$ cat src/hw/rtl/bse_pkg.sv
// shared types and tables for the baudot shift encoder
`timescale 1ns / 1ps

package bse_pkg;

  localparam int TABLE_LEN = 29;

  localparam int CHAR_W = 8;
  localparam int CODE_W = 5;

  // shift codes put on the line ahead of a character in the other mode
  localparam logic [CODE_W-1:0] SHIFT_LETTERS = 5'b11111;
  localparam logic [CODE_W-1:0] SHIFT_FIGURES = 5'b11011;
  localparam logic [CODE_W-1:0] CODE_UNKNOWN  = 5'b00000;

  typedef enum logic [1:0] {
    MODE_NONE    = 2'd0,
    MODE_LETTERS = 2'd1,
    MODE_FIGURES = 2'd2
  } shift_mode_t;

  // code for each table position, shared by both tables
  localparam logic [CODE_W-1:0] CODE_TABLE [0:TABLE_LEN-1] = '{
    5'h18, 5'h13, 5'h0E, 5'h12, 5'h10, 5'h16, 5'h0B, 5'h05, 5'h0C, 5'h1A,
    5'h1E, 5'h09, 5'h07, 5'h06, 5'h03, 5'h0D, 5'h1D, 5'h0A, 5'h14, 5'h01,
    5'h1C, 5'h0F, 5'h19, 5'h17, 5'h15, 5'h11, 5'h00, 5'h04, 5'h08
  };

  // A to Z, tab, space, newline
  localparam logic [CHAR_W-1:0] LETTER_TABLE [0:TABLE_LEN-1] = '{
    8'h41, 8'h42, 8'h43, 8'h44, 8'h45, 8'h46, 8'h47, 8'h48, 8'h49, 8'h4A,
    8'h4B, 8'h4C, 8'h4D, 8'h4E, 8'h4F, 8'h50, 8'h51, 8'h52, 8'h53, 8'h54,
    8'h55, 8'h56, 8'h57, 8'h58, 8'h59, 8'h5A, 8'h09, 8'h20, 8'h0A
  };

  // figures; the asterisk appears three times
  localparam logic [CHAR_W-1:0] FIGURE_TABLE [0:TABLE_LEN-1] = '{
    8'h2D, 8'h3F, 8'h3A, 8'h77, 8'h33, 8'h2A, 8'h2A, 8'h2A, 8'h38, 8'h62,
    8'h28, 8'h29, 8'h2E, 8'h2C, 8'h39, 8'h30, 8'h31, 8'h34, 8'h27, 8'h35,
    8'h37, 8'h3D, 8'h32, 8'h2F, 8'h36, 8'h2B, 8'h09, 8'h20, 8'h0A
  };

  typedef struct packed {
    logic              hit_letter;
    logic              hit_figure;
    logic [CODE_W-1:0] code;
  } lookup_t;

endpackage

$ cat src/hw/rtl/bse_if.sv
// valid/ready channels for characters in and baudot codes out
`timescale 1ns / 1ps

interface bse_char_if;
  logic                       valid;
  logic                       ready;
  logic [bse_pkg::CHAR_W-1:0] char_code;

  modport source (output valid, output char_code, input ready);
  modport sink (input valid, input char_code, output ready);
endinterface

interface bse_code_if;
  logic                       valid;
  logic                       ready;
  logic [bse_pkg::CODE_W-1:0] baudot_code;
  logic                       is_shift;
  logic                       last;

  modport source (output valid, output baudot_code, output is_shift, output last,
                  input ready);
  modport sink (input valid, input baudot_code, input is_shift, input last,
                output ready);
endinterface

$ cat src/hw/rtl/bse_lookup.sv
// character to baudot code lookup in the letters and figures tables
`timescale 1ns / 1ps

module bse_lookup (
  input  logic [bse_pkg::CHAR_W-1:0] char_code,
  output bse_pkg::lookup_t           result
);

  logic                       hit_l;
  logic                       hit_f;
  logic [bse_pkg::CODE_W-1:0] code_l;
  logic [bse_pkg::CODE_W-1:0] code_f;

  // compare against every entry; later figure entries override earlier ones
  always_comb begin
    hit_l  = 1'b0;
    hit_f  = 1'b0;
    code_l = bse_pkg::CODE_UNKNOWN;
    code_f = bse_pkg::CODE_UNKNOWN;
    for (int i = 0; i < bse_pkg::TABLE_LEN; i++) begin
      if (bse_pkg::LETTER_TABLE[i] == char_code) begin
        hit_l  = 1'b1;
        code_l = bse_pkg::CODE_TABLE[i];
      end
      if (bse_pkg::FIGURE_TABLE[i] == char_code) begin
        hit_f  = 1'b1;
        code_f = bse_pkg::CODE_TABLE[i];
      end
    end
  end

  // letters take priority over figures
  always_comb begin
    result.hit_letter = hit_l;
    result.hit_figure = hit_f & ~hit_l;
    if (hit_l) begin
      result.code = code_l;
    end else if (hit_f) begin
      result.code = code_f;
    end else begin
      result.code = bse_pkg::CODE_UNKNOWN;
    end
  end

endmodule

$ cat src/hw/rtl/baudot_shift_encoder_unit.sv
// Baudot shift encoder: one character in, a shift code when needed, then the character code.
// Latency: first result is valid in the cycle after the character is accepted.
// Throughput: one character per cycle while codes.ready holds; a character that changes the
// shift mode stalls input while the output register sends its shift code, then the held code.
// Reset (synchronous, rst high) sets the shift mode to neither and drops pending results.
`timescale 1ns / 1ps

module baudot_shift_encoder_unit (
  input logic       clk,
  input logic       rst,
  bse_char_if.sink  chars,
  bse_code_if.source codes
);

  bse_pkg::lookup_t           lk;
  bse_pkg::shift_mode_t       mode;
  bse_pkg::shift_mode_t       want;
  logic [bse_pkg::CODE_W-1:0] shift_code;
  logic                       found;
  logic                       need_shift;
  logic                       in_fire;
  logic                       out_fire;

  logic                       out_valid;
  logic [bse_pkg::CODE_W-1:0] out_code;
  logic                       out_shift;
  logic                       out_last;
  logic                       hold_valid;
  logic [bse_pkg::CODE_W-1:0] hold_code;

  bse_lookup u_lookup (
    .char_code (chars.char_code),
    .result    (lk)
  );

  // mode the character asks for and whether a shift code goes first
  always_comb begin
    found = lk.hit_letter | lk.hit_figure;
    if (lk.hit_letter) begin
      want       = bse_pkg::MODE_LETTERS;
      shift_code = bse_pkg::SHIFT_LETTERS;
    end else begin
      want       = bse_pkg::MODE_FIGURES;
      shift_code = bse_pkg::SHIFT_FIGURES;
    end
    need_shift = found & (mode != want);
  end

  // handshakes
  assign chars.ready = ~hold_valid & (~out_valid | codes.ready);
  assign in_fire     = chars.valid & chars.ready;
  assign out_fire    = out_valid & codes.ready;

  assign codes.valid       = out_valid;
  assign codes.baudot_code = out_code;
  assign codes.is_shift    = out_shift;
  assign codes.last        = out_last;

  // control: output valid, held second code, shift mode
  always_ff @(posedge clk) begin
    if (rst) begin
      out_valid  <= 1'b0;
      hold_valid <= 1'b0;
      mode       <= bse_pkg::MODE_NONE;
    end else if (in_fire) begin
      out_valid  <= 1'b1;
      hold_valid <= need_shift;
      if (found) begin
        mode <= want;
      end
    end else if (out_fire) begin
      out_valid  <= hold_valid;
      hold_valid <= 1'b0;
    end
  end

  // result payload
  always_ff @(posedge clk) begin
    if (in_fire) begin
      hold_code <= lk.code;
      if (need_shift) begin
        out_code  <= shift_code;
        out_shift <= 1'b1;
        out_last  <= 1'b0;
      end else begin
        out_code  <= lk.code;
        out_shift <= 1'b0;
        out_last  <= 1'b1;
      end
    end else if (out_fire && hold_valid) begin
      out_code  <= hold_code;
      out_shift <= 1'b0;
      out_last  <= 1'b1;
    end
  end

`ifndef SYNTHESIS
  // a held code always sits behind a shift code in the output register
  a_hold_behind_shift: assert property (@(posedge clk) disable iff (rst)
    hold_valid |-> (out_valid && out_shift && !out_last))
    else $error("held code without a shift code in front");

  // a shift item taken is followed at once by the character's final item
  a_shift_then_char: assert property (@(posedge clk) disable iff (rst)
    (codes.valid && codes.ready && codes.is_shift) |=>
      (codes.valid && !codes.is_shift && codes.last))
    else $error("shift code not followed by its character");

  // the shift code on the output matches the mode already taken
  a_shift_matches_mode: assert property (@(posedge clk) disable iff (rst)
    (codes.valid && codes.is_shift) |->
      ((codes.baudot_code == bse_pkg::SHIFT_LETTERS && mode == bse_pkg::MODE_LETTERS) ||
       (codes.baudot_code == bse_pkg::SHIFT_FIGURES && mode == bse_pkg::MODE_FIGURES)))
    else $error("shift code does not match shift mode");
`endif

endmodule

$ cat src/flat_wrapper.sv
// flat-port wrapper written by rule: the top's interface ports become plain ports
module baudot_shift_encoder_unit_flat 
  (clk, rst, chars_valid, chars_char_code, chars_ready, codes_valid, codes_baudot_code, codes_is_shift, codes_last, codes_ready);
  bse_char_if chars_i ();
  bse_code_if codes_i ();
  input logic clk;
  input logic rst;
  input wire logic [$bits(chars_i.valid)-1:0] chars_valid;
  input wire logic [$bits(chars_i.char_code)-1:0] chars_char_code;
  output wire logic [$bits(chars_i.ready)-1:0] chars_ready;
  output wire logic [$bits(codes_i.valid)-1:0] codes_valid;
  output wire logic [$bits(codes_i.baudot_code)-1:0] codes_baudot_code;
  output wire logic [$bits(codes_i.is_shift)-1:0] codes_is_shift;
  output wire logic [$bits(codes_i.last)-1:0] codes_last;
  input wire logic [$bits(codes_i.ready)-1:0] codes_ready;
  assign chars_i.valid = chars_valid;
  assign chars_i.char_code = chars_char_code;
  assign chars_ready = chars_i.ready;
  assign codes_valid = codes_i.valid;
  assign codes_baudot_code = codes_i.baudot_code;
  assign codes_is_shift = codes_i.is_shift;
  assign codes_last = codes_i.last;
  assign codes_i.ready = codes_ready;
  baudot_shift_encoder_unit u_core (.clk(clk), .rst(rst), .chars(chars_i), .codes(codes_i));
endmodule
$ cat config.mk
export PLATFORM = sky130hd
export DESIGN_NAME = baudot_shift_encoder_unit_flat
export DESIGN_NICKNAME = d
export VERILOG_FILES = /design/src/hw/rtl/bse_pkg.sv /design/src/hw/rtl/bse_if.sv /design/src/hw/rtl/bse_lookup.sv /design/src/hw/rtl/baudot_shift_encoder_unit.sv /design/src/flat_wrapper.sv
export SDC_FILE = /design/constraint.sdc
export NUM_CORES = 1
export LEC_CHECK = 0
export ABC_CLOCK_PERIOD_IN_PS = 1680
export BUFFER_PORTS_ARGS = -buffer_cell sky130_fd_sc_hd__clkbuf_2
export CAP_MARGIN = 20
export CORE_MARGIN = 1.5
export CORE_UTILIZATION = 53
export CTS_CLUSTER_SIZE = 12
export DETAILED_ROUTE_END_ITERATION = 8
export PLACE_DENSITY = 0.76
export RECOVER_POWER = 100
export SETUP_SLACK_MARGIN = 0.4
export SYNTH_ARGS = -nofsm -noshare
export SYNTH_HDL_FRONTEND = slang
export SYNTH_SLANG_ARGS = --single-unit
$ cat constraint.sdc
create_clock -name clk -period 1.68 [get_ports clk]
set_clock_uncertainty 0.05 [all_clocks]
set_input_delay 0 -clock clk [delete_from_list [all_inputs] [get_ports clk]]
set_output_delay 0 -clock clk [all_outputs]
set_load 0.1 [all_outputs]
==> flow_metrics.tcl, run 1 <==
set metrics [dict create \
    clock_sinks 16 \
    start_util 0.554 \
    ys_seq_elements 16 \
    stop_error "[ERROR GRT-0232] Routing congestion too high. Check the congestion heatmap in the GUI." \
    rows 20 \
    postSynthAreaPerCell_um2 7.90 \
    ys_warn_count 0 \
    numCtsBuffers 3 \
    grt_util_all_layers 0.887 \
    gp_congestion 0.961 \
    haltStage "5_1_grt" \
    synth_area_leaders "edfxtp_1 (21%), nand2_1 (5.8%), dfxtp_1 (4.7%)" \
    ioPinCount 21 \
    die_height_um 59.5 \
    synth-main-ff-cell "edfxtp_1" \
    grt.overflow.total 136 \
    synth-seq-area-share 0.261 \
    grt_max_degree 18 \
    clockRootBuffer "clkbuf_4" \
    synth_cell_types 56 \
    status "stopped before the end" \
    post-dp-hpwl_um 4370 \
    worst_endpoint "u_core.codes.baudot_code[3]$_DFFE_PP_/D" \
    h-tree-depth 1 \
    synth_top_cell_by_area "edfxtp_1" \
    dieWidth_um 59.5 \
    synth-edff-count 12 \
    clk_path_buf_depth 2 \
    netlist_area_um2 1690 \
    synth_top_area_frac 0.213 \
    synthesis.nets 226 \
    port_buffers 20 \
    dpl_cell_area_um2 2370 \
    synth_cells 214 \
    worstEpCategory "register input" \
    dpl.cell_count 321 \
    synthArstFlopShare 0 \
]
-- repair_timing --
item,CTS
buffers inserted,9
pin swaps,19
setup endpoints to repair,21
hold endpoints to repair,4
resized for setup,46
cloned,1
hold buffers,1
-- kinds of logic after synthesis --
| group | synth area share |
|---|---|
| DFF | 0.261 |
| buffers and inverters | 0.0910 |
| AOI/OAI and AO/OA | 0.281 |
| xor gates and xnor gates | 0.0200 |
| muxes | 0.0377 |
| and+or+nand+nor | 0.310 |
-- routing by layer --
metal / track usage / overflow
met1: 0.853 / 0
met2: 1.05 / 70
met3: 0.688 / 1
met4: 1.06 / 65
met5: 0.270 / 0
-- through the flow --
stage                      util  worst slack, ns  setup TNS [ns]
after floorplan               -           -0.485           -4.23
after CTS                 0.888          -0.0280         -0.0632
after global placement    0.777           -0.422           -3.98
after detailed placement  0.777           -0.481           -4.71
-- synth_stat cells, types with 2 or more instances --
library cell and number:
a21boi_0 3, a31oi_1 3, nor4bb_1 2, nor3_2 2
and3_1 2, nand4_1 3, a32oi_1 3, edfxtp_1 12
a211o_1 2, o22ai_1 7, o211ai_1 2, nand3_1 4
nor3b_2 2, nand2_1 26, a22oi_1 4, a21oi_2 3
o22a_1 5, o21ai_0 13, nor2_1 19, clkbuf_1 4
or2_1 3, a211oi_1 3, buf_4 5, nand3b_1 2
dfxtp_1 4, buf_2 9, nand2b_1 7, inv_1 5
nor2b_1 8, nor3_1 5, mux2_2 3, nor4b_1 2
buf_6 3, mux2i_1 3, a21oi_1 10
==> inputs of run 2 (changes only) <==
--- a/config.mk
+++ b/config.mk
@@ -5,16 +5,14 @@
 export SDC_FILE = /design/constraint.sdc
 export NUM_CORES = 1
 export LEC_CHECK = 0
-export ABC_CLOCK_PERIOD_IN_PS = 1680
+export ABC_CLOCK_PERIOD_IN_PS = 2180
 export BUFFER_PORTS_ARGS = -buffer_cell sky130_fd_sc_hd__clkbuf_2
 export CAP_MARGIN = 20
 export CORE_MARGIN = 1.5
-export CORE_UTILIZATION = 53
-export CTS_CLUSTER_SIZE = 12
+export CORE_UTILIZATION = 40
 export DETAILED_ROUTE_END_ITERATION = 8
-export PLACE_DENSITY = 0.76
+export PLACE_DENSITY_LB_ADDON = 0.15
 export RECOVER_POWER = 100
-export SETUP_SLACK_MARGIN = 0.4
 export SYNTH_ARGS = -nofsm -noshare
 export SYNTH_HDL_FRONTEND = slang
 export SYNTH_SLANG_ARGS = --single-unit
==> constraint.sdc (replaced) <==
create_clock -name clk -period 2.18 [get_ports clk]
set_clock_uncertainty 0.05 [all_clocks]
set_input_delay 0 -clock clk [delete_from_list [all_inputs] [get_ports clk]]
set_output_delay 0 -clock clk [all_outputs]
set_load 0.1 [all_outputs]
==> flow_metrics.tcl, run 2 <==
set metrics [dict create \
    status "complete, no violations" \
    crit_chain "nor2b_4, nor2_1, nand2_1, inv_1, mux2_4, a31o_2" \
    synth_cells 214 \
    detail-route-antenna-nets 0 \
    hp-class "input port to flip-flop" \
    ioPinCount 21 \
    synth-main-ff-cell "edfxtp_1" \
    rows 23 \
    h-tree-depth 1 \
    area_delta_synth_final_pct 17.6 \
    crit_path_start "u_core.codes.valid$_SDFFE_PP0P_" \
    start_kind "flip-flop" \
    port_buffers 20 \
    ys_warn_count 0 \
    cp_top_family "simple AND/OR/NAND/NOR gates" \
    tightest_slew_ns 1.17 \
    clockRootBuffer "clkbuf_8" \
    synth-edff-count 12 \
    yosysMostFrequentCell "nand2_1" \
    dpl.cell_count 290 \
    slowest_stage "inv_1" \
    grt.overflow.total 0 \
    grt_pass1_vias 1579 \
    die_height_um 68.0 \
    layout-drive-gt1-share 0.233 \
    clock_sinks 16 \
    top_usage_layer "met2" \
    start_util 0.420 \
    grt_max_degree 21 \
    gp_congestion 0.992 \
    final_common_cell "nand2_1" \
    wl_per_cell_um 16.2 \
    hold_violations 0 \
    clk_path_buf_depth 2 \
    dr.pass1.iters 5 \
    numCtsBuffers 3 \
    postSynthAreaPerCell_um2 7.90 \
    ys_seq_elements 16 \
    netlist_area_um2 1690 \
    coreArea_um2 4030 \
    total_power_mw 1.03 \
    synth_area_leaders "edfxtp_1 (21%), nand2_1 (5.8%), dfxtp_1 (4.7%)" \
    grt_pass1_wl_um 7850 \
    finalMaxSlewViolations 0 \
    nets 258 \
    drt-total-wl_um 4790 \
    period_share 0.908 \
    final_cells 295 \
    ir_drop_uv 269 \
    synth_cell_types 56 \
    cap_violations 0 \
    drc 0 \
    worstPathMaxFanout 15 \
    post-dp-hpwl_um 3730 \
    mostFrequentLayoutCells "nand2_1 (26), buf_4 (25), nor2_1 (19)" \
    dieArea_um2 4620 \
    yosys-top-cells-count "nand2_1 (26), nor2_1 (19), o21ai_0 (13), edfxtp_1 (12), a21oi_1 (10)" \
    clkTransAtPathRegs_ns 0.06 \
    synth_top_area_frac 0.213 \
    synthArstFlopShare 0 \
    cpPeakStageDelay_ns 0.40 \
    power.leakage_nw 0.749 \
    end_kind "flip-flop" \
    powerDensity_nw_per_um2 517 \
    slew_headroom 0.225 \
    synth_top_cell_by_area "edfxtp_1" \
    setup-violations-final 0 \
    drtIter0Drc 256 \
    antenna_found_initial 0 \
    grtUsageMet1 0.322 \
    grt_util_all_layers 0.224 \
    gr-usage-met2 0.336 \
    crit_buf_inv 1 \
    fmax_mhz 505 \
    final_util 0.493 \
    path_class "flip-flop to flip-flop" \
    viasPerCell 6.05 \
    synth-seq-area-share 0.261 \
    diodes 0 \
    vias 1785 \
    dieWidth_um 68.0 \
    finalSetupTns_ns 0 \
    clk_latency_ns 0.25 \
    r2r-start "u_core.codes.valid$_SDFFE_PP0P_" \
    grt_util_met3 0.0592 \
    cts_tree "yes" \
    synthesis.nets 226 \
    holdCritStartpoint "codes_ready" \
    crit_required_ns 2.14 \
    postCtsSetupBuffers 0 \
    grt_setup_unrepaired "false" \
    worstPathArrival_ns 1.94 \
    cts_resized 0 \
    min_period_ns 1.98 \
]
run 2: metrics by stage:
stage          cell area [um2]  hold slack (ns)  setup slack (ns)
2_1_floorplan             1720           0.0127            0.0136
3_3_place_gp              1970            0.154            0.0869
3_5_place_dp              1970            0.160            0.0214
4_1_cts                   2020           0.0515             0.288
5_1_grt                   1990           0.0567            0.0689
6_report                  1990           0.0527             0.201
run 2: area by class of cell:
type | count | area [um2]
Tap cell | 50 | 62.6
Inverter | 5 | 18.8
Sequential cell | 16 | 440
Multi-Input combinational cell | 171 | 1110
Fill cell | 416 | 2040
Timing Repair Buffer | 49 | 314
Clock buffer | 4 | 45.0
run 2: tightest hold or removal path, stage by stage:
cell      delay [ns]
clkbuf_2        0.12
nor2b_4         0.05
nor2_1          0.09
nor2_1          0.04
run 2: timing repair:
| action | in CTS | in global routing |
|---|---|---|
| hold buffers | 1 | 0 |
| endpoints found under the setup margin | 0 | 0 |
| endpoints found under the hold margin | 3 | 0 |
run 2: metal layers:
metal  vias to the layer above  wire (um)  share of wire
li1                        860          -              -
met1                       837       2120           0.44
met2                        82       2230           0.47
met3                         6        383          0.080
met4                         0         57          0.012
met5                         -          0              0
run 2: logic make-up (layout without fill, tap and decap cells):
kind of cell	Yosys count	in the layout	share of synthesized area
simple gates	94	94	0.310
compound gates	68	68	0.281
mux	6	6	0.0377
xor+xnor	3	3	0.0200
buf+inv	27	58	0.0910
flops	16	16	0.261
run 2: power breakdown:
part | total (mW) | internal (mW) | switching, mW
clock | 0.228 | 0.130 | 0.0989
combinational | 0.426 | 0.125 | 0.301
sequential | 0.374 | 0.364 | 0.00973
run 2: worst paths after layout:
kind              cells past startpoint                               endpoint  slack, ns
setup / recovery                      6  u_core.codes.baudot_code[2]$_DFFE_PP_       0.20
hold / removal                        4        u_core.codes.valid$_SDFFE_PP0P_       0.05
setup reg to reg                      6  u_core.codes.baudot_code[2]$_DFFE_PP_       0.20
hold reg to reg                       2            u_core.mode[1]$_SDFFE_PP0P_       0.49
Note: power is estimated with default switching activity, not from simulation.
